[src/rtl/rcrp_pkg.sv]
// Shared types, codes and register-map helpers for the radio config reply parser.
`timescale 1ns / 1ps

package rcrp_pkg;

  localparam logic [7:0] HDR_BYTE  = 8'hC1;
  localparam logic [7:0] PID_MAP0  = 8'h80;
  localparam logic [7:0] PID_MAP1  = 8'hFF;
  localparam int         NREGS     = 7;
  localparam int         SLOT_W    = $clog2(NREGS + 1);
  localparam logic [SLOT_W-1:0] NO_SLOT = SLOT_W'(NREGS);

  // Cache slot order
  localparam int SLOT_ADDR_H = 0;
  localparam int SLOT_ADDR_L = 1;
  localparam int SLOT_NETID  = 2;
  localparam int SLOT_SET0   = 3;
  localparam int SLOT_SET1   = 4;
  localparam int SLOT_SET2   = 5;
  localparam int SLOT_SET3   = 6;

  localparam logic OP_RX  = 1'b0;
  localparam logic OP_ARM = 1'b1;

  localparam logic MAP_NETID   = 1'b0;
  localparam logic MAP_NONETID = 1'b1;

  typedef enum logic [1:0] {
    PH_SEEK,
    PH_ADDR,
    PH_LEN,
    PH_DATA
  } phase_t;

  typedef struct packed {
    logic       op;
    logic [7:0] rx_byte;
  } in_t;

  typedef struct packed {
    logic [7:0]  addr_high;
    logic [7:0]  addr_low;
    logic [7:0]  network_id;
    logic [7:0]  setting0;
    logic [7:0]  setting1;
    logic [7:0]  setting2;
    logic [7:0]  setting3;
    logic [15:0] node_id;
    logic [7:0]  channel;
  } out_t;

  // Map a register address onto a cache slot, NO_SLOT when unmapped.
  function automatic logic [SLOT_W-1:0] slot_of(input logic map, input logic [7:0] a);
    logic [SLOT_W-1:0] s;
    s = NO_SLOT;
    if (map == MAP_NETID) begin
      if (a < 8'(NREGS)) s = a[SLOT_W-1:0];
    end else begin
      if (a < 8'd2)      s = a[SLOT_W-1:0];
      else if (a < 8'd6) s = a[SLOT_W-1:0] + SLOT_W'(1);
    end
    return s;
  endfunction

endpackage

[src/rtl/rcrp_parser.sv]
// Reply parse state machine and register cache; one registered item per cycle.
`timescale 1ns / 1ps

module rcrp_parser
  import rcrp_pkg::*;
(
  input  logic clk,
  input  logic rst_n,
  input  logic item_vld,
  input  in_t  item,
  input  logic map_sel,
  output logic res_vld,
  output out_t res
);

  logic       armed_r, armed_nxt;
  phase_t     phase_r, phase_nxt;
  logic [7:0] start_r, start_nxt;
  logic [7:0] count_r, count_nxt;
  logic [7:0] idx_r, idx_nxt;
  logic       discard_r, discard_nxt;
  logic [7:0] copies_r   [NREGS];
  logic [7:0] copies_nxt [NREGS];

  logic [7:0]        b;
  logic [7:0]        idx_inc;
  logic [7:0]        pid;
  logic [SLOT_W-1:0] slot;
  logic              new_discard;

  assign b           = item.rx_byte;
  assign idx_inc     = idx_r + 8'd1;
  assign pid         = (map_sel == MAP_NONETID) ? PID_MAP1 : PID_MAP0;
  assign slot        = slot_of(map_sel, start_r + idx_r);
  assign new_discard = (start_r == pid);

  always_comb begin
    armed_nxt   = armed_r;
    phase_nxt   = phase_r;
    start_nxt   = start_r;
    count_nxt   = count_r;
    idx_nxt     = idx_r;
    discard_nxt = discard_r;
    copies_nxt  = copies_r;
    res_vld     = 1'b0;
    if (item_vld) begin
      if (item.op == OP_ARM) begin
        armed_nxt = 1'b1;
        phase_nxt = PH_SEEK;
      end else if (armed_r) begin
        case (phase_r)
          PH_SEEK: begin
            if (b == HDR_BYTE) phase_nxt = PH_ADDR;
          end
          PH_ADDR: begin
            start_nxt = b;
            phase_nxt = PH_LEN;
          end
          PH_LEN: begin
            count_nxt   = b;
            idx_nxt     = 8'd0;
            discard_nxt = new_discard;
            if (b == 8'd0) begin
              phase_nxt = PH_SEEK;
              if (!new_discard) begin
                armed_nxt = 1'b0;
                res_vld   = 1'b1;
              end
            end else begin
              phase_nxt = PH_DATA;
            end
          end
          default: begin
            if (!discard_r) begin
              for (int i = 0; i < NREGS; i++) begin
                if (slot == SLOT_W'(i)) copies_nxt[i] = b;
              end
            end
            idx_nxt = idx_inc;
            // reply done: drop a product-info reply, else disarm and report
            if (idx_inc == count_r) begin
              phase_nxt = PH_SEEK;
              if (!discard_r) begin
                armed_nxt = 1'b0;
                res_vld   = 1'b1;
              end
            end
          end
        endcase
      end
    end
  end

  always_comb begin
    res.addr_high  = copies_nxt[SLOT_ADDR_H];
    res.addr_low   = copies_nxt[SLOT_ADDR_L];
    res.network_id = copies_nxt[SLOT_NETID];
    res.setting0   = copies_nxt[SLOT_SET0];
    res.setting1   = copies_nxt[SLOT_SET1];
    res.setting2   = copies_nxt[SLOT_SET2];
    res.setting3   = copies_nxt[SLOT_SET3];
    res.node_id    = {copies_nxt[SLOT_ADDR_H], copies_nxt[SLOT_ADDR_L]};
    res.channel    = copies_nxt[SLOT_SET2];
  end

  always_ff @(posedge clk) begin
    if (!rst_n) begin
      armed_r   <= 1'b0;
      phase_r   <= PH_SEEK;
      start_r   <= 8'd0;
      count_r   <= 8'd0;
      idx_r     <= 8'd0;
      discard_r <= 1'b0;
      for (int i = 0; i < NREGS; i++) copies_r[i] <= 8'd0;
    end else begin
      armed_r   <= armed_nxt;
      phase_r   <= phase_nxt;
      start_r   <= start_nxt;
      count_r   <= count_nxt;
      idx_r     <= idx_nxt;
      discard_r <= discard_nxt;
      copies_r  <= copies_nxt;
    end
  end

endmodule

[src/rtl/rcrp_out_buf.sv]
// Two-entry result buffer that decouples the parser from output stalls.
`timescale 1ns / 1ps

module rcrp_out_buf
  import rcrp_pkg::*;
(
  input  logic       clk,
  input  logic       rst_n,
  input  logic       push,
  input  out_t       push_data,
  input  logic       pop,
  output logic       not_empty,
  output logic [1:0] count,
  output out_t       head
);

  out_t       mem [2];
  logic       wr_ptr_r, wr_ptr_nxt;
  logic       rd_ptr_r, rd_ptr_nxt;
  logic [1:0] cnt_r, cnt_nxt;

  assign not_empty = (cnt_r != 2'd0);
  assign count     = cnt_r;
  assign head      = mem[rd_ptr_r];

  always_comb begin
    wr_ptr_nxt = push ? ~wr_ptr_r : wr_ptr_r;
    rd_ptr_nxt = pop  ? ~rd_ptr_r : rd_ptr_r;
    cnt_nxt    = cnt_r + {1'b0, push} - {1'b0, pop};
  end

  always_ff @(posedge clk) begin
    if (push) mem[wr_ptr_r] <= push_data;
  end

  always_ff @(posedge clk) begin
    if (!rst_n) begin
      wr_ptr_r <= 1'b0;
      rd_ptr_r <= 1'b0;
      cnt_r    <= 2'd0;
    end else begin
      wr_ptr_r <= wr_ptr_nxt;
      rd_ptr_r <= rd_ptr_nxt;
      cnt_r    <= cnt_nxt;
    end
  end

endmodule

[src/rtl/radio_config_reply_parser.sv]
// Top level of the radio config reply parser: input register, parser, result buffer.
`timescale 1ns / 1ps

// Takes one item per clock (a received byte or a command-sent mark) and gives
// one result when an armed reply completes. Each item is registered on
// transfer, decoded by the parser in the next cycle and lands in a two-entry
// result buffer, so out_valid rises once the result for the last byte of a reply
// is in the buffer. Input stall rises only while the buffer count plus the item
// in flight, less any result popped now, would reach two entries; with the output
// free-flowing, one item is taken every cycle. The map select register
// is always ready and must be written only while the block is idle.
module radio_config_reply_parser
  import rcrp_pkg::*;
(
  input  logic clk,
  input  logic rst_n,
  input  logic in_valid,
  output logic in_stall,
  input  in_t  in_data,
  output logic out_valid,
  input  logic out_stall,
  output out_t out_data,
  input  logic cfg_valid,
  output logic cfg_ready,
  input  logic cfg_data
);

  logic       in_vld_r, in_vld_nxt;
  in_t        in_item_r;
  logic       map_sel_r;
  logic       res_vld;
  out_t       res;
  logic       pop;
  logic [1:0] buf_cnt;
  logic [2:0] load;

  assign cfg_ready = 1'b1;
  assign pop       = out_valid && !out_stall;
  // hold input while the buffer, counting the item now in flight, could not take one more
  assign load      = {1'b0, buf_cnt} + {2'b00, in_vld_r} - {2'b00, pop};
  assign in_stall  = (load > 3'd1);
  assign in_vld_nxt = in_valid && !in_stall;

  always_ff @(posedge clk) begin
    if (!rst_n) begin
      in_vld_r  <= 1'b0;
      map_sel_r <= MAP_NETID;
    end else begin
      in_vld_r <= in_vld_nxt;
      if (cfg_valid && cfg_ready) map_sel_r <= cfg_data;
    end
  end

  always_ff @(posedge clk) begin
    if (in_vld_nxt) in_item_r <= in_data;
  end

  rcrp_parser u_parser (
    .clk      (clk),
    .rst_n    (rst_n),
    .item_vld (in_vld_r),
    .item     (in_item_r),
    .map_sel  (map_sel_r),
    .res_vld  (res_vld),
    .res      (res)
  );

  rcrp_out_buf u_out_buf (
    .clk       (clk),
    .rst_n     (rst_n),
    .push      (res_vld),
    .push_data (res),
    .pop       (pop),
    .not_empty (out_valid),
    .count     (buf_cnt),
    .head      (out_data)
  );

endmodule

[config.mk]
export PLATFORM = sky130hd
export DESIGN_NAME = radio_config_reply_parser
export DESIGN_NICKNAME = d
export VERILOG_FILES = /design/src/rtl/rcrp_pkg.sv /design/src/rtl/rcrp_parser.sv /design/src/rtl/rcrp_out_buf.sv /design/src/rtl/radio_config_reply_parser.sv
export SDC_FILE = /design/constraint.sdc
export NUM_CORES = 1
export LEC_CHECK = 0
export BUFFER_PORTS_ARGS = -buffer_cell sky130_fd_sc_hd__buf_2
export CAP_MARGIN = 5
export CELL_PAD_IN_SITES_DETAIL_PLACEMENT = 1
export CELL_PAD_IN_SITES_GLOBAL_PLACEMENT = 2
export CORE_MARGIN = 5
export CORE_UTILIZATION = 44
export DETAILED_ROUTE_END_ITERATION = 8
export PLACE_DENSITY = 0.88
export SLEW_MARGIN = 5
export SYNTH_ARGS = -nofsm -noshare
export SYNTH_HDL_FRONTEND = slang
export SYNTH_SLANG_ARGS = --single-unit
[constraint.sdc]
create_clock -name clk -period 13.1 [get_ports clk]
set_clock_uncertainty 0.15 [all_clocks]
set_input_delay 0 -clock clk [delete_from_list [all_inputs] [get_ports clk]]
set_output_delay 0 -clock clk [all_outputs]
set_load 0.005 [all_outputs]
# Yosys cells after proc, flatten, opt, wreduce, memory -nomap -nowiden
# Memories as Yosys holds them, arrays and structs flattened. A register that Yosys moved wholly into a read port is not among the register bits.
# Index checks and enable logic that the tools add are counted.
op_classes:
  muxes: 43
  bitwise_logic: 4
  n_reduce_logical: 16
  order_cmp: 4
  add_sub_neg: 7
  eq_ne: 12
ops:
  columns: ["cell", "n"]
  rows:
  - ["$mux W56", 5]
  - ["$mux W8", 7]
  - ["$mux W1", 17]
  - ["$eq A8 B8 Y1", 2]
  - ["$lt A8 B3 Y1 const B", 2]
  - ["$pmux W8 S2", 1]
  - ["$reduce_and A4 Y1", 4]
  - ["$mux W3", 4]
  - ["$mux W2", 5]
  - ["$eq A3 B3 Y1 const B", 3]
  - ["$add A8 B1 Y8 const B", 1]
  - ["$add A8 B8 Y8", 1]
  - ["$eq A8 B8 Y1 const B", 1]
  - ["$logic_not A8 Y1", 1]
  - ["$lt A8 B2 Y1 const B", 1]
  - ["$mux W7", 1]
  - ["$eq A3 B2 Y1 const B", 2]
  - ["$pmux W2 S3", 1]
  - ["$reduce_bool A5 Y1", 1]
  - ["$not A1 Y1", 4]
  - ["$pmux W1 S2", 2]
  - ["$reduce_bool A2 Y1", 2]
  - ["$add A2 B1 Y3", 1]
  - ["$add A3 B1 Y3 const B", 1]
  - ["14 further kinds", 16]
totals:
  mem_bits_rw: 160
  reg_bits: 99
  elab_cells: 107
  inputBits: 15
  memories: 1
memory_table:
  columns: ["memory", "depth", "word_bits", "rd", "rd_clocked_by_memory_dff", "wr", "line", "text"]
  rows:
  - ["u_out_buf.mem", 2, 80, 1, 1, 1, "rcrp_out_buf.sv:17", "out_t mem [2];"]

# Longest topological paths before layout
# Gate-level depths: netlist of the first run.
logic_depth:
  depth_word: 12
  mapped_depth: 14
  mapped_depth_nobuf: 13

# Modules after synthesis
# A second synthesis of the first run with hierarchy kept.
hier_totals:
  hier_cells: 857
  hier_area_um2: 11845.1
by_module_without_submodules:
  columns: ["mod", "seq_area_each_um2", "instances", "area_each_um2", "cells_each"]
  rows:
  - ["rcrp_out_buf", 4904.7, 1, 6398.6, 269]
  - ["rcrp_parser", 1681.6, 1, 5031.1, 564]
  - ["radio_config_reply_parser", 310.3, 1, 415.4, 24]

# Worst setup path before layout of the first run
# No wires, ideal clock.
synth_path:
  path_kind: "register to register"
  startpoint: "register u_parser.idx_r[0]"
  endpoint: "memory u_out_buf.mem[0][23] (netlist bit), enable pin"
  setup_ps: 477
  n_path_buf: 1
  t_required_ps: 12473
  path_stages_with_launch: 9
  path_slack_ps: 8139
  period_less_slack_ps: 4961
  t_arrival_ps: 4334
  path_cell_list: "dfxtp_1 -> ha_1 -> buf_1 -> xnor2_1 -> xnor2_1 -> nor4_1 -> nand4_1 -> a21oi_1 -> nor2b_1"
synth_via:
  elab_chain_len: 9
synth_lines:
  columns: ["item", "line", "text"]
  rows:
  - ["start: declaration", "rcrp_parser.sv:20", "logic [7:0] idx_r, idx_nxt;"]
  - ["start signal: assignment", "rcrp_parser.sv:120", "idx_r <= idx_nxt;"]
  - ["$add A8 B1 Y8", "rcrp_parser.sv:32", "assign idx_inc = idx_r + 8'd1;"]
  - ["$eq A8 B8 Y1", "rcrp_parser.sv:81", "if (idx_inc == count_r) begin"]
  - ["$mux W1", "rcrp_parser.sv:81", null]
  - ["$pmux W1 S2", "rcrp_parser.sv:51", "case (phase_r)"]
  - ["$mux W1", "rcrp_parser.sv:50", "end else if (armed_r) begin"]
  - ["$mux W1", "rcrp_parser.sv:47", "if (item.op == OP_ARM) begin"]
  - ["$mux W1", "rcrp_parser.sv:46", "if (item_vld) begin"]
  - ["$mux W1", "rcrp_out_buf.sv:33", "if (push) mem[wr_ptr_r] <= push_data;"]
  - ["$mux W1 (implied by the code)", "rcrp_out_buf.sv:33", null]
  - ["end: declaration", "rcrp_out_buf.sv:17", null]
# No other way between the ends.

==> summary.md, run 1 <==
| Metric | Value |
|---|---|
| Critical Path RT | `13210 ps` |
| Layout fillers | `2273` |
| Die Outline Area | `25200 um^2` |
| Data arrival at the endpoint of the critical path | `4070 ps` |
| Via count of the first global-routing pass | `6522` |
| Number of clock sinks seen by CTS | `212` |
| Post-synthesis average cell area | `12.4 um^2` |
| Worst Setup SP | `u_parser.idx_r[0]$_SDFFE_PN0P_` |
| Sum of negative setup slack | `0 ps` |
| Sequential share of the synthesized area | `56.0%` |
| Startpoint-to-endpoint class of the critical path | `reg -> reg` |
| Timing-limited maximum frequency | `253 MHz` |
| Outcome | `finished, final reports clean` |
| Number of failing setup endpoints in the final timing report | `0` |
| Kind of cell adding the most delay to the critical path | `simple AND/OR/NAND/NOR gates` |
| Clock latency of the later-clocked register in the worst-skew pair | `520 ps` |
| Power spent charging and discharging nets | `0.440 mW` |
| Final hold violation count | `0` |
| Cell accounting for the most synthesized area | `sky130_fd_sc_hd__edfxtp_1` |
| Yosys warns | `0` |
| Switching share of power | `28.3%` |
| Total iterations of the first detailed-routing run | `5` |
| Share of power burned in the clock network | `38.0%` |
| DR vias | `6232` |
| Worst-case clock buffer depth | `3` |
| Ys async rst share | `0%` |
| Area added between synthesis and finish | `13.2%` |
| Nets@finish | `894` |
| Normalized max-slew margin | `44.3%` |
| Fraction of final layout cells sized beyond drive strength 1 | `30.4%` |
| Crit Reg-Reg Startpoint | `u_parser.idx_r[0]$_SDFFE_PN0P_` |
| Post-CTS setup-driven buffer insertion count | `0` |
| Overall power of the completed layout | `1.55 mW` |
| Flops & latches, synth | `212` |
| IR Drop Worst-Case VDD | `0.132 mV` |
| Row cnt | `54` |
| Share of power burned in combinational logic | `9.0%` |
| Number of instances resized during post-cts repair | `0` |
| R2R Path End | `u_out_buf.mem[0][31]$_DFFE_PP_` |
| RSZ-0062 raised after global routing | `no` |
| Final routed wirelength across all metal layers | `23.7 mm` |
| Wire length of the first global-routing pass | `37.1 mm` |
| Startpoint class of the critical path | `flip-flop` |
| Area share of the largest cell type after synthesis | `37.3%` |
| Buffer and inverter count on the worst path | `0` |
| Crit path depth | `8` |
| Register cell area after layout | `5460 um^2` |
| Final worst-path cycle share | `30.2%` |
| Post-layout min period | `3960 ps` |
| Area of the multi-input gates | `3830 um^2` |
| IO Count | `98` |
| Max-cap violation count | `0` |
| Initial DRC Count | `320` |
| Clock tree from TritonCTS | `built` |
| Leftover overflow at the end of global routing | `0` |
| Cell depth of the worst flop-to-flop path | `8` |
| Synth area leaders | `sky130_fd_sc_hd__edfxtp_1, sky130_fd_sc_hd__dfxtp_1, sky130_fd_sc_hd__mux2_2` |
| Root Driver | `sky130_fd_sc_hd__clkbuf_16` |
| HPWL after detailed placement | `15.4 mm` |
| Chip Width | `159 um` |
| Power density over the cells | `141 nW/um^2` |
| Total number of H-tree levels | `1` |
| Slew at the pin closest to its max-slew limit | `835 ps` |
| Ordered cell list for the critical path | `ha_1 -> fa_1 -> xnor3_1 -> o21ai_2 -> o31ai_4 -> nor2_1 -> and4_1 -> mux2_2` |
| Flop pwr share | `52.9%` |
| Number of distinct standard cells referenced by the synthesized netlist | `63` |
| Final Core Density | `50.5%` |
| Diodes inserted | `0` |
| Critical Path Max Stage Delay | `800 ps` |
| Number of nets with antenna violations after detailed routing | `0` |
| Fin cells | `1157` |
| Capturing instance or port of the critical path | `u_out_buf.mem[0][31]$_DFFE_PP_` |
| Initial cell density of the core | `44.6%` |
| Overall die height | `159 um` |
| Placed cell count | `1101` |
| Final routed DRC violation total | `0` |
| Port Buffer Count | `96` |
| Internal power summed over all cells | `1.11 mW` |
| Initial antenna violation count | `0` |
| Slowest-stage cell, CP | `sky130_fd_sc_hd__and4_1` |
| Number of enable flip-flop cells after synthesis | `121` |
| Predominant post-synthesis flop cell | `sky130_fd_sc_hd__edfxtp_1` |
| Class of the tightest hold or removal check | `in -> reg` |
| Tot GR Track Use | `18.1%` |
| Cell area after synthesis | `9740 um^2` |
| Max-slew violations | `0` |
| Routability cong. | `0.823` |
| Register-to-register setup slack | `9140 ps` |
| Placeable core region | `21800 um^2` |
| Worst hold start | `in_data[1]` |
| Leakage power of the design | `4.15 nW` |
| CP max FO | `16` |
| Cts bufs inserted | `23` |
| Nature of the critical path endpoint | `flip-flop` |
| Number of vias per cell | `5.39` |
| Pin count of the biggest net entering global routing | `57` |
| Register clock-pin slew on the reported worst setup and hold paths | `60 ps` |
| Post-detailed-route wirelength per cell | `20.5 um` |
| Post-synthesis net count | `822` |
| Hold-fix buffers, CTS | `14` |
| Gate Count Post-Synth | `788` |
power by group through the flow:
stage | Sequential [mW] | Combinational, mW | Clock, mW
after floorplan | 0.753 | 0.126 | 0
after global placement | 0.832 | 0.136 | 0
after detailed placement | 0.836 | 0.136 | 0
after CTS | 0.823 | 0.141 | 0.604
after global routing | 0.828 | 0.150 | 0.638
final | 0.822 | 0.140 | 0.590
through the flow:
step	cell area [um^2]	setup WS [ps]	hold WS [ps]
final	11000	9140	34.9
after floorplan	9740	8140	-51.1
after global placement	10200	9190	29.3
after global routing	11000	8960	31.1
after CTS	11000	9140	17.6
after detailed placement	10200	9140	29.1
worst min-delay path by stage:
| stage | to | slack [ps] | cells past startpoint |
|---|---|---|---|
| after global routing | in_item_r[1]$_DFFE_PP_ | 30 | 2 |
| after detailed placement | in_item_r[6]$_DFFE_PP_ | 30 | 1 |
| final | in_item_r[1]$_DFFE_PP_ | 30 | 2 |
| after floorplan | in_item_r[0]$_DFFE_PP_ | -50 | 0 |
| after CTS | in_item_r[1]$_DFFE_PP_ | 20 | 2 |
| after global placement | in_item_r[8]$_DFFE_PP_ | 30 | 1 |
cell usage after synthesis (2+ instances only):
cell / count
sky130_fd_sc_hd__xnor2_1: 12
sky130_fd_sc_hd__buf_4: 26
sky130_fd_sc_hd__ha_1: 17
sky130_fd_sc_hd__nor4_1: 3
sky130_fd_sc_hd__dfxtp_1: 91
sky130_fd_sc_hd__buf_8: 2
sky130_fd_sc_hd__a21oi_1: 36
sky130_fd_sc_hd__o211ai_1: 5
sky130_fd_sc_hd__nand3_2: 2
sky130_fd_sc_hd__nand2_1: 112
sky130_fd_sc_hd__edfxtp_1: 121
sky130_fd_sc_hd__nand2_2: 3
sky130_fd_sc_hd__fa_1: 2
sky130_fd_sc_hd__o21a_1: 3
sky130_fd_sc_hd__and2_1: 6
sky130_fd_sc_hd__or3_1: 8
sky130_fd_sc_hd__o22ai_1: 3
sky130_fd_sc_hd__or4_1: 6
sky130_fd_sc_hd__or2_2: 2
sky130_fd_sc_hd__o32ai_1: 2
sky130_fd_sc_hd__mux2i_1: 59
sky130_fd_sc_hd__nand3_1: 8
sky130_fd_sc_hd__inv_1: 10
sky130_fd_sc_hd__nor3_1: 2
sky130_fd_sc_hd__nand3b_1: 2
sky130_fd_sc_hd__and4_1: 2
sky130_fd_sc_hd__buf_6: 6
sky130_fd_sc_hd__nor2b_1: 6
sky130_fd_sc_hd__a31oi_1: 5
sky130_fd_sc_hd__mux2_2: 113
sky130_fd_sc_hd__o21ai_0: 10
sky130_fd_sc_hd__nand4_1: 8
sky130_fd_sc_hd__nand2b_1: 4
sky130_fd_sc_hd__clkbuf_1: 31
sky130_fd_sc_hd__nor2_1: 22
sky130_fd_sc_hd__xor2_1: 7
sky130_fd_sc_hd__buf_2: 2
sky130_fd_sc_hd__and3_1: 4
per-layer routing:
metal | routed length, um | vias up | track usage, % | share of wire (%)
met3 | 1090 | 26 | 2.80 | 4.6
met1 | 10500 | 3118 | 24.1 | 44
met5 | 0 | - | 0 | 0
li1 | - | 2956 | - | -
met2 | 11800 | 132 | 31.5 | 50
met4 | 278 | 0 | 3.21 | 1.2
cells by family (layout without fill, tap and decap cells):
| family | count (synthesis) | count (layout) | share of synthesized area [%] |
|---|---|---|---|
| buffers and inverters | 79 | 168 | 4.78 |
| adders and majority gates | 19 | 19 | 2.60 |
| DFF | 212 | 212 | 56.0 |
| AOI/OAI and AO/OA | 75 | 75 | 4.77 |
| and+or+nand+nor | 209 | 209 | 10.6 |
| other | 1 | 1 | 0.0385 |
| muxes | 172 | 172 | 19.1 |
| xor gates and xnor gates | 21 | 21 | 2.11 |
state kept, by name (all words and copies together) (netlist names), 2 cells and up, named ones only:
signal             cells
u_out_buf.mem        112
u_out_buf.count        2
u_parser.phase_r       2
u_parser.start_r       8
u_parser.idx_r         8
in_item_r              9
u_parser.count_r       8
u_parser.copies_r     56
cell usage in the layout, fill, tap and decap left out, types with 7 or more instances in the layout:
master / n
sky130_fd_sc_hd__nor2_1: 22
sky130_fd_sc_hd__xnor2_1: 12
sky130_fd_sc_hd__nand4_1: 8
sky130_fd_sc_hd__o21ai_0: 10
sky130_fd_sc_hd__clkinv_2: 7
sky130_fd_sc_hd__mux2_2: 113
sky130_fd_sc_hd__xor2_1: 7
sky130_fd_sc_hd__edfxtp_1: 121
sky130_fd_sc_hd__dfxtp_1: 90
sky130_fd_sc_hd__mux2i_1: 59
sky130_fd_sc_hd__nand2_1: 112
sky130_fd_sc_hd__or3_1: 8
sky130_fd_sc_hd__a21oi_1: 36
sky130_fd_sc_hd__ha_1: 17
sky130_fd_sc_hd__nand3_1: 8
sky130_fd_sc_hd__dlygate4sd3_1: 14
sky130_fd_sc_hd__clkbuf_16: 23
sky130_fd_sc_hd__inv_1: 10
sky130_fd_sc_hd__buf_2: 96
final cells by class:
class	instances	area share (%)
clock buffer	28	5.39
clock inverter	14	0.817
inverter	10	0.341
multi-input combinational	497	34.7
sequential	212	49.5
tap	280	3.18
timing repair buffer	116	6.04
No activity file was read; power rests on OpenSTA's default activity.
==> run 2, diff against run 1 <==
--- a/config.mk
+++ b/config.mk
@@ -10,9 +10,9 @@
 export CELL_PAD_IN_SITES_DETAIL_PLACEMENT = 1
 export CELL_PAD_IN_SITES_GLOBAL_PLACEMENT = 2
 export CORE_MARGIN = 5
-export CORE_UTILIZATION = 44
+export CORE_UTILIZATION = 40
 export DETAILED_ROUTE_END_ITERATION = 8
-export PLACE_DENSITY = 0.88
+export PLACE_DENSITY = 0.81
 export SLEW_MARGIN = 5
 export SYNTH_ARGS = -nofsm -noshare
 export SYNTH_HDL_FRONTEND = slang
==> constraint.sdc (replaced) <==
create_clock -name clk -period 3.7 [get_ports clk]
set_clock_uncertainty 0.15 [all_clocks]
set_input_delay 0 -clock clk [delete_from_list [all_inputs] [get_ports clk]]
set_output_delay 0 -clock clk [all_outputs]
set_load 0.005 [all_outputs]
==> run 2 against run 1 <==
Compared with the run above:
- register-to-register slack worse by 8900 ps
- global-route usage decreased by 0.95 points
- power grew to 3.6 times the previous value
- combinational power grew to 6.4 times the previous value
- non-clock buffer count grew 18
- routed wire length is 0.76% higher
- count of clock-buffer cells in the layout up 2
- core utilization fell by 3.9 points
- cell area increased by 2.2%
- via count increased by 0.82%
- die area up 9.4%
- first-iteration DRC count rose by 25%
==> summary.md, run 2 (synthesis results as in run 1) <==
| Metric | Value |
|---|---|
| Leftover overflow at the end of global routing | `0` |
| Met2 Use GR | `30.7%` |
| Largest reg by FF count | `u_out_buf.mem` |
| Final worst-path cycle share | `94.3%` |
| Kind of cell adding the most delay to the critical path | `adder cells` |
| Wire length of the first global-routing pass | `37.9 mm` |
| Most frequent cells in the layout | `sky130_fd_sc_hd__edfxtp_1, sky130_fd_sc_hd__mux2_2, sky130_fd_sc_hd__nand2_1` |
| CP most frequent cell | `sky130_fd_sc_hd__ha_1` |
| Final routed wirelength across all metal layers | `23.9 mm` |
| DR vias | `6283` |
| Busiest metal layer after global routing | `met2` |
| Post-layout min period | `3490 ps` |
| Post-route standard cell area excluding fillers | `11300 um^2` |
| Worst-case clock buffer depth | `3` |
| Via count of the first global-routing pass | `6753` |
| Routability cong. | `0.771` |
| Overall die height | `166 um` |
| Row cnt | `57` |
| HPWL after detailed placement | `15.4 mm` |
| Max-slew violations | `0` |
| Clock tree from TritonCTS | `built` |
| Placeable core region | `24200 um^2` |
| Timing-limited maximum frequency | `287 MHz` |
| Placed cell count | `1163` |
| Final routed DRC violation total | `0` |
| Power density over the cells | `498 nW/um^2` |
| Placed inst area | `10400 um^2` |
| Number of clock sinks seen by CTS | `212` |
| Leakage power of the design | `4.25 nW` |
| Register clock-pin slew on the reported worst setup and hold paths | `60 ps` |
| Outcome | `finished, final reports clean` |
| Cts bufs inserted | `23` |
| Fraction of final layout cells sized beyond drive strength 1 | `31.6%` |
| Critical Path RT | `3810 ps` |
| Startpoint class of the critical path | `flip-flop` |
| Number of nets with antenna violations after detailed routing | `0` |
| Nets@finish | `912` |
| Number of vias per cell | `5.15` |
| Final hold violation count | `0` |
| Post-detailed-route wirelength per cell | `19.6 um` |
| Die Outline Area | `27600 um^2` |
| IR Drop Worst-Case VDD | `0.433 mV` |
| Sum of negative setup slack | `0 ps` |
| Pin count of the biggest net entering global routing | `57` |
| Class of the tightest hold or removal check | `in -> reg` |
| Tot GR Track Use | `17.1%` |
| Global-route track usage on met3 | `2.29%` |
| Max FFs per register | `112` |
| IO Count | `98` |
| GRT met1 Usage | `22.2%` |
| Port Buffer Count | `96` |
| Ordered cell list for the critical path | `ha_1 -> fa_1 -> ha_1 -> a21oi_1 -> o31ai_4 -> nor4b_4 -> nand2_2 -> mux2_2` |
| Nature of the critical path endpoint | `flip-flop` |
| RSZ-0062 raised after global routing | `no` |
| Initial antenna violation count | `0` |
| Biggest regs | `u_out_buf.mem: 112 flops, u_parser.copies_r: 56 flops, in_item_r: 9 flops` |
| Buffer and inverter count on the worst path | `0` |
| Chip Width | `166 um` |
| Max-cap violation count | `0` |
| Critical Path Max Stage Delay | `590 ps` |
| Overall power of the completed layout | `5.62 mW` |
| Normalized max-slew margin | `64.7%` |
| Data arrival at the endpoint of the critical path | `3600 ps` |
| Root Driver | `sky130_fd_sc_hd__clkbuf_16` |
| Initial cell density of the core | `40.3%` |
| Worst hold slack | `41.1 ps` |
| Total iterations of the first detailed-routing run | `5` |
| Most common cell after layout, fill and taps aside | `sky130_fd_sc_hd__edfxtp_1` |
| Total number of H-tree levels | `1` |
| CP max FO | `16` |
| Startpoint-to-endpoint class of the critical path | `reg -> reg` |
| Number of failing setup endpoints in the final timing report | `0` |
| Area added between synthesis and finish | `15.7%` |
| Slew at the pin closest to its max-slew limit | `528 ps` |
| Fin cells | `1220` |
| Clock latency of the later-clocked register in the worst-skew pair | `520 ps` |
| Initial DRC Count | `399` |
| Slowest-stage cell, CP | `sky130_fd_sc_hd__fa_1` |
run 2: cell types whose count changed in the layout (fill, tap and decap cells not counted), sizes merged:
| cell | before | now |
|---|---|---|
| clkinv | 11 | 9 |
| diode | 0 | 1 |
| clkbuf | 28 | 30 |
| buf | 102 | 120 |
run 2: final cells by class:
| class | count | area [um^2] |
|---|---|---|
| flip-flops and latches | 212 | 5460 |
| multi-input cells | 497 | 3830 |
| clock inverters | 12 | 75.1 |
| diodes | 1 | 2.50 |
| well taps | 324 | 405 |
| repair buffers | 134 | 851 |
| clock buffers | 30 | 612 |
| fillers | 2543 | 12900 |
| inverters | 10 | 37.5 |
run 2: power breakdown:
part / switching, mW / internal, mW / leakage [nW]
Clock: 0.914 / 1.17 / 0.334
Combinational: 0.625 / 0.269 / 2.17
Sequential: 0.0608 / 2.57 / 1.74
run 2: repair_timing:
action,CTS,global route
endpoints found under the hold margin,32,0
buffers inserted,0,0
setup endpoints to repair,0,0
hold buffers,14,0
resized for setup,0,0
run 2: path summary, 6_finish.rpt:
path                                    start                               end  slack [ps]  depth (start not counted)
max            u_parser.idx_r[0]$_SDFFE_PN0P_    u_out_buf.mem[0][54]$_DFFE_PP_         210                          8
min reg2reg  u_parser.copies_r[51]$_SDFF_PN0_  u_parser.copies_r[51]$_SDFF_PN0_         310                          2
max reg2reg    u_parser.idx_r[0]$_SDFFE_PN0P_    u_out_buf.mem[0][54]$_DFFE_PP_         210                          8
min                                in_data[6]            in_item_r[6]$_DFFE_PP_          40                          2
run 2: stage by stage:
stage,setup slack [ps],utilization (%)
after detailed placement,176,43.2
after floorplan,334,-
after global placement,297,43.2
after global routing,10.3,46.6
after CTS,191,46.6
final,211,46.6
run 2: layer usage:
layer,vias up,wire length (um)
met5,-,0
met2,129,11900
met4,0,403
met3,26,925
li1,3005,-
met1,3123,10600
==> run 3, diff against run 2 <==
==> constraint.sdc (replaced) <==
create_clock -name clk -period 3.9 [get_ports clk]
set_clock_uncertainty 0.15 [all_clocks]
set_input_delay 0 -clock clk [delete_from_list [all_inputs] [get_ports clk]]
set_output_delay 0 -clock clk [all_outputs]
set_load 0.005 [all_outputs]
==> run 3 against run 2 <==
Compared with the run above:
- cell count is the same
- critical path depth stayed put
- die area is the same
- count of clock-buffer cells in the layout increased by 8
- power down 0.16%
- worst setup slack better by 42 ps
- via count increased by 0.22%
- register-to-register slack gained 40 ps
- critical endpoint is now u_out_buf.mem[1][71]$_DFFE_PP_
- sequential power decreased by 4%
==> summary.md, run 3 (synthesis results as in run 1) <==
| Metric | Value |
|---|---|
| Outcome | `finished, final reports clean` |
| Share of power burned in the clock network | `40.6%` |
| Most frequent cells in the layout | `sky130_fd_sc_hd__edfxtp_1, sky130_fd_sc_hd__mux2_2, sky130_fd_sc_hd__nand2_1` |
| Diodes inserted | `0` |
| Register clock-pin slew on the reported worst setup and hold paths | `60 ps` |
| Fin cells | `1220` |
| CP most frequent cell | `sky130_fd_sc_hd__ha_1` |
| Initial DRC Count | `330` |
| Overall power of the completed layout | `5.61 mW` |
| Normalized max-slew margin | `43.7%` |
| Clock latency of the later-clocked register in the worst-skew pair | `520 ps` |
| Overall die height | `166 um` |
| Worst hold slack | `35.6 ps` |
| Slew at the pin closest to its max-slew limit | `844 ps` |
| Max FFs per register | `112` |
| Pin count of the biggest net entering global routing | `57` |
| Die Outline Area | `27600 um^2` |
| Flop pwr share | `45.0%` |
| Power density over the cells | `492 nW/um^2` |
| Cts bufs inserted | `24` |
| Initial cell density of the core | `40.3%` |
| Port Buffer Count | `96` |
| Critical Path RT | `4010 ps` |
| Data arrival at the endpoint of the critical path | `3750 ps` |
| Cell depth of the worst flop-to-flop path | `8` |
| Startpoint-to-endpoint class of the critical path | `reg -> reg` |
| Post-route standard cell area excluding fillers | `11400 um^2` |
| Worst Setup Slack, final | `252 ps` |
| Internal power summed over all cells | `4.07 mW` |
| Via count of the first global-routing pass | `6665` |
| Wire length of the first global-routing pass | `37.7 mm` |
| Worst hold start | `in_data[0]` |
| RSZ-0062 raised after global routing | `no` |
| Register-to-register setup slack | `250 ps` |
| Max-cap violation count | `0` |
| Placed inst area | `10400 um^2` |
| Layout fillers | `2514` |
| Worst Setup SP | `u_parser.idx_r[0]$_SDFFE_PN0P_` |
| Leakage power of the design | `4.31 nW` |
| Critical Path Max Stage Delay | `730 ps` |
| Placed cell count | `1162` |
| Routability cong. | `0.785` |
| Buffer and inverter count on the worst path | `0` |
| Area added between synthesis and finish | `17.0%` |
| Max-slew violations | `0` |
| Post-CTS setup-driven buffer insertion count | `0` |
| Post-detailed-route wirelength per cell | `19.9 um` |
| Worst hold endpoint | `in_item_r[0]$_DFFE_PP_` |
| Clock tree from TritonCTS | `built` |
| Total number of H-tree levels | `1` |
| HPWL after detailed placement | `15.4 mm` |
| Final routed DRC violation total | `0` |
| Startpoint class of the critical path | `flip-flop` |
| Row cnt | `57` |
| Slowest-stage cell, CP | `sky130_fd_sc_hd__fa_1` |
| Root Driver | `sky130_fd_sc_hd__clkbuf_16` |
| Ordered cell list for the critical path | `ha_1 -> fa_1 -> ha_1 -> a21oi_1 -> o31ai_4 -> nor4b_4 -> nand2b_2 -> mux2_2` |
| Initial antenna violation count | `0` |
| Placeable core region | `24200 um^2` |
| Crit path depth | `8` |
| Number of cells traversed by the worst hold path | `2` |
| Worst-case clock buffer depth | `3` |
| Share of power burned in combinational logic | `14.4%` |
| IR Drop Worst-Case VDD | `0.406 mV` |
| Total iterations of the first detailed-routing run | `4` |
| Final hold violation count | `0` |
| DR vias | `6297` |
| Nature of the critical path endpoint | `flip-flop` |
| IO Count | `98` |
| Most common cell after layout, fill and taps aside | `sky130_fd_sc_hd__edfxtp_1` |
| Number of nets with antenna violations after detailed routing | `0` |
| CP max FO | `16` |
| Sum of negative setup slack | `0 ps` |
| Number of clock sinks seen by CTS | `212` |
| Nets@finish | `912` |
| Leftover overflow at the end of global routing | `0` |
| Biggest regs | `u_out_buf.mem: 112 flops, u_parser.copies_r: 56 flops, in_item_r: 9 flops` |
| Number of vias per cell | `5.16` |
| Final Core Density | `47.1%` |
| Chip Width | `166 um` |
| Switching share of power | `27.3%` |
| Crit Reg-Reg Startpoint | `u_parser.idx_r[0]$_SDFFE_PN0P_` |
| Kind of cell adding the most delay to the critical path | `adder cells` |
| Fraction of final layout cells sized beyond drive strength 1 | `32.1%` |
| Class of the tightest hold or removal check | `in -> reg` |
| Power spent charging and discharging nets | `1.53 mW` |
| Largest reg by FF count | `u_out_buf.mem` |
| Timing-limited maximum frequency | `274 MHz` |
| Final worst-path cycle share | `93.5%` |
| Number of failing setup endpoints in the final timing report | `0` |
| Tot GR Track Use | `17.1%` |
| Post-layout min period | `3650 ps` |
| Worst slack after detailed placement | `260 ps` |
| Final routed wirelength across all metal layers | `24.2 mm` |
| R2R Path End | `u_out_buf.mem[1][71]$_DFFE_PP_` |
run 3: power groups by stage:
stage	clock network (mW)	logic (mW)	registers [mW]
2_1_floorplan	0	0.422	2.53
3_5_place_dp	0	0.810	2.57
3_3_place_gp	0	0.806	2.57
6_report	2.27	0.808	2.52
4_1_cts	2.32	0.827	2.53
5_1_grt	2.43	0.859	2.54
run 3: worst max path at each step:
stage	end	slack (ps)
2_1_floorplan	u_out_buf.mem[0][23]$_DFFE_PP_	0.5
3_3_place_gp	u_out_buf.mem[0][52]$_DFFE_PP_	320
3_5_place_dp	u_out_buf.mem[1][71]$_DFFE_PP_	260
4_1_cts	u_out_buf.mem[1][71]$_DFFE_PP_	240
5_1_grt	u_out_buf.mem[0][33]$_DFFE_PP_	8
6_report	u_out_buf.mem[1][71]$_DFFE_PP_	250
run 3: layout make-up:
| type | instances | area [um^2] | area share (%) |
|---|---|---|---|
| tap | 324 | 405 | 3.56 |
| multi-input combinational | 497 | 3830 | 33.6 |
| timing repair buffer | 133 | 843 | 7.40 |
| inverter | 10 | 37.5 | 0.330 |
| sequential | 212 | 5460 | 47.9 |
| clock buffer | 38 | 753 | 6.61 |
| clock inverter | 6 | 67.6 | 0.593 |
run 3: timing repair:
item,CTS,global route
hold buffers,14,0
endpoints found under the hold margin,38,0
resized for setup,0,0
run 3: metal layers:
layer / track usage [%] / routed length (um) / vias to the layer above
li1: - / - / 3003
met1: 22.0 / 10600 / 3119
met2: 31.0 / 12200 / 145
met3: 2.64 / 1190 / 30
met4: 2.94 / 294 / 0
met5: 0 / 0 / -
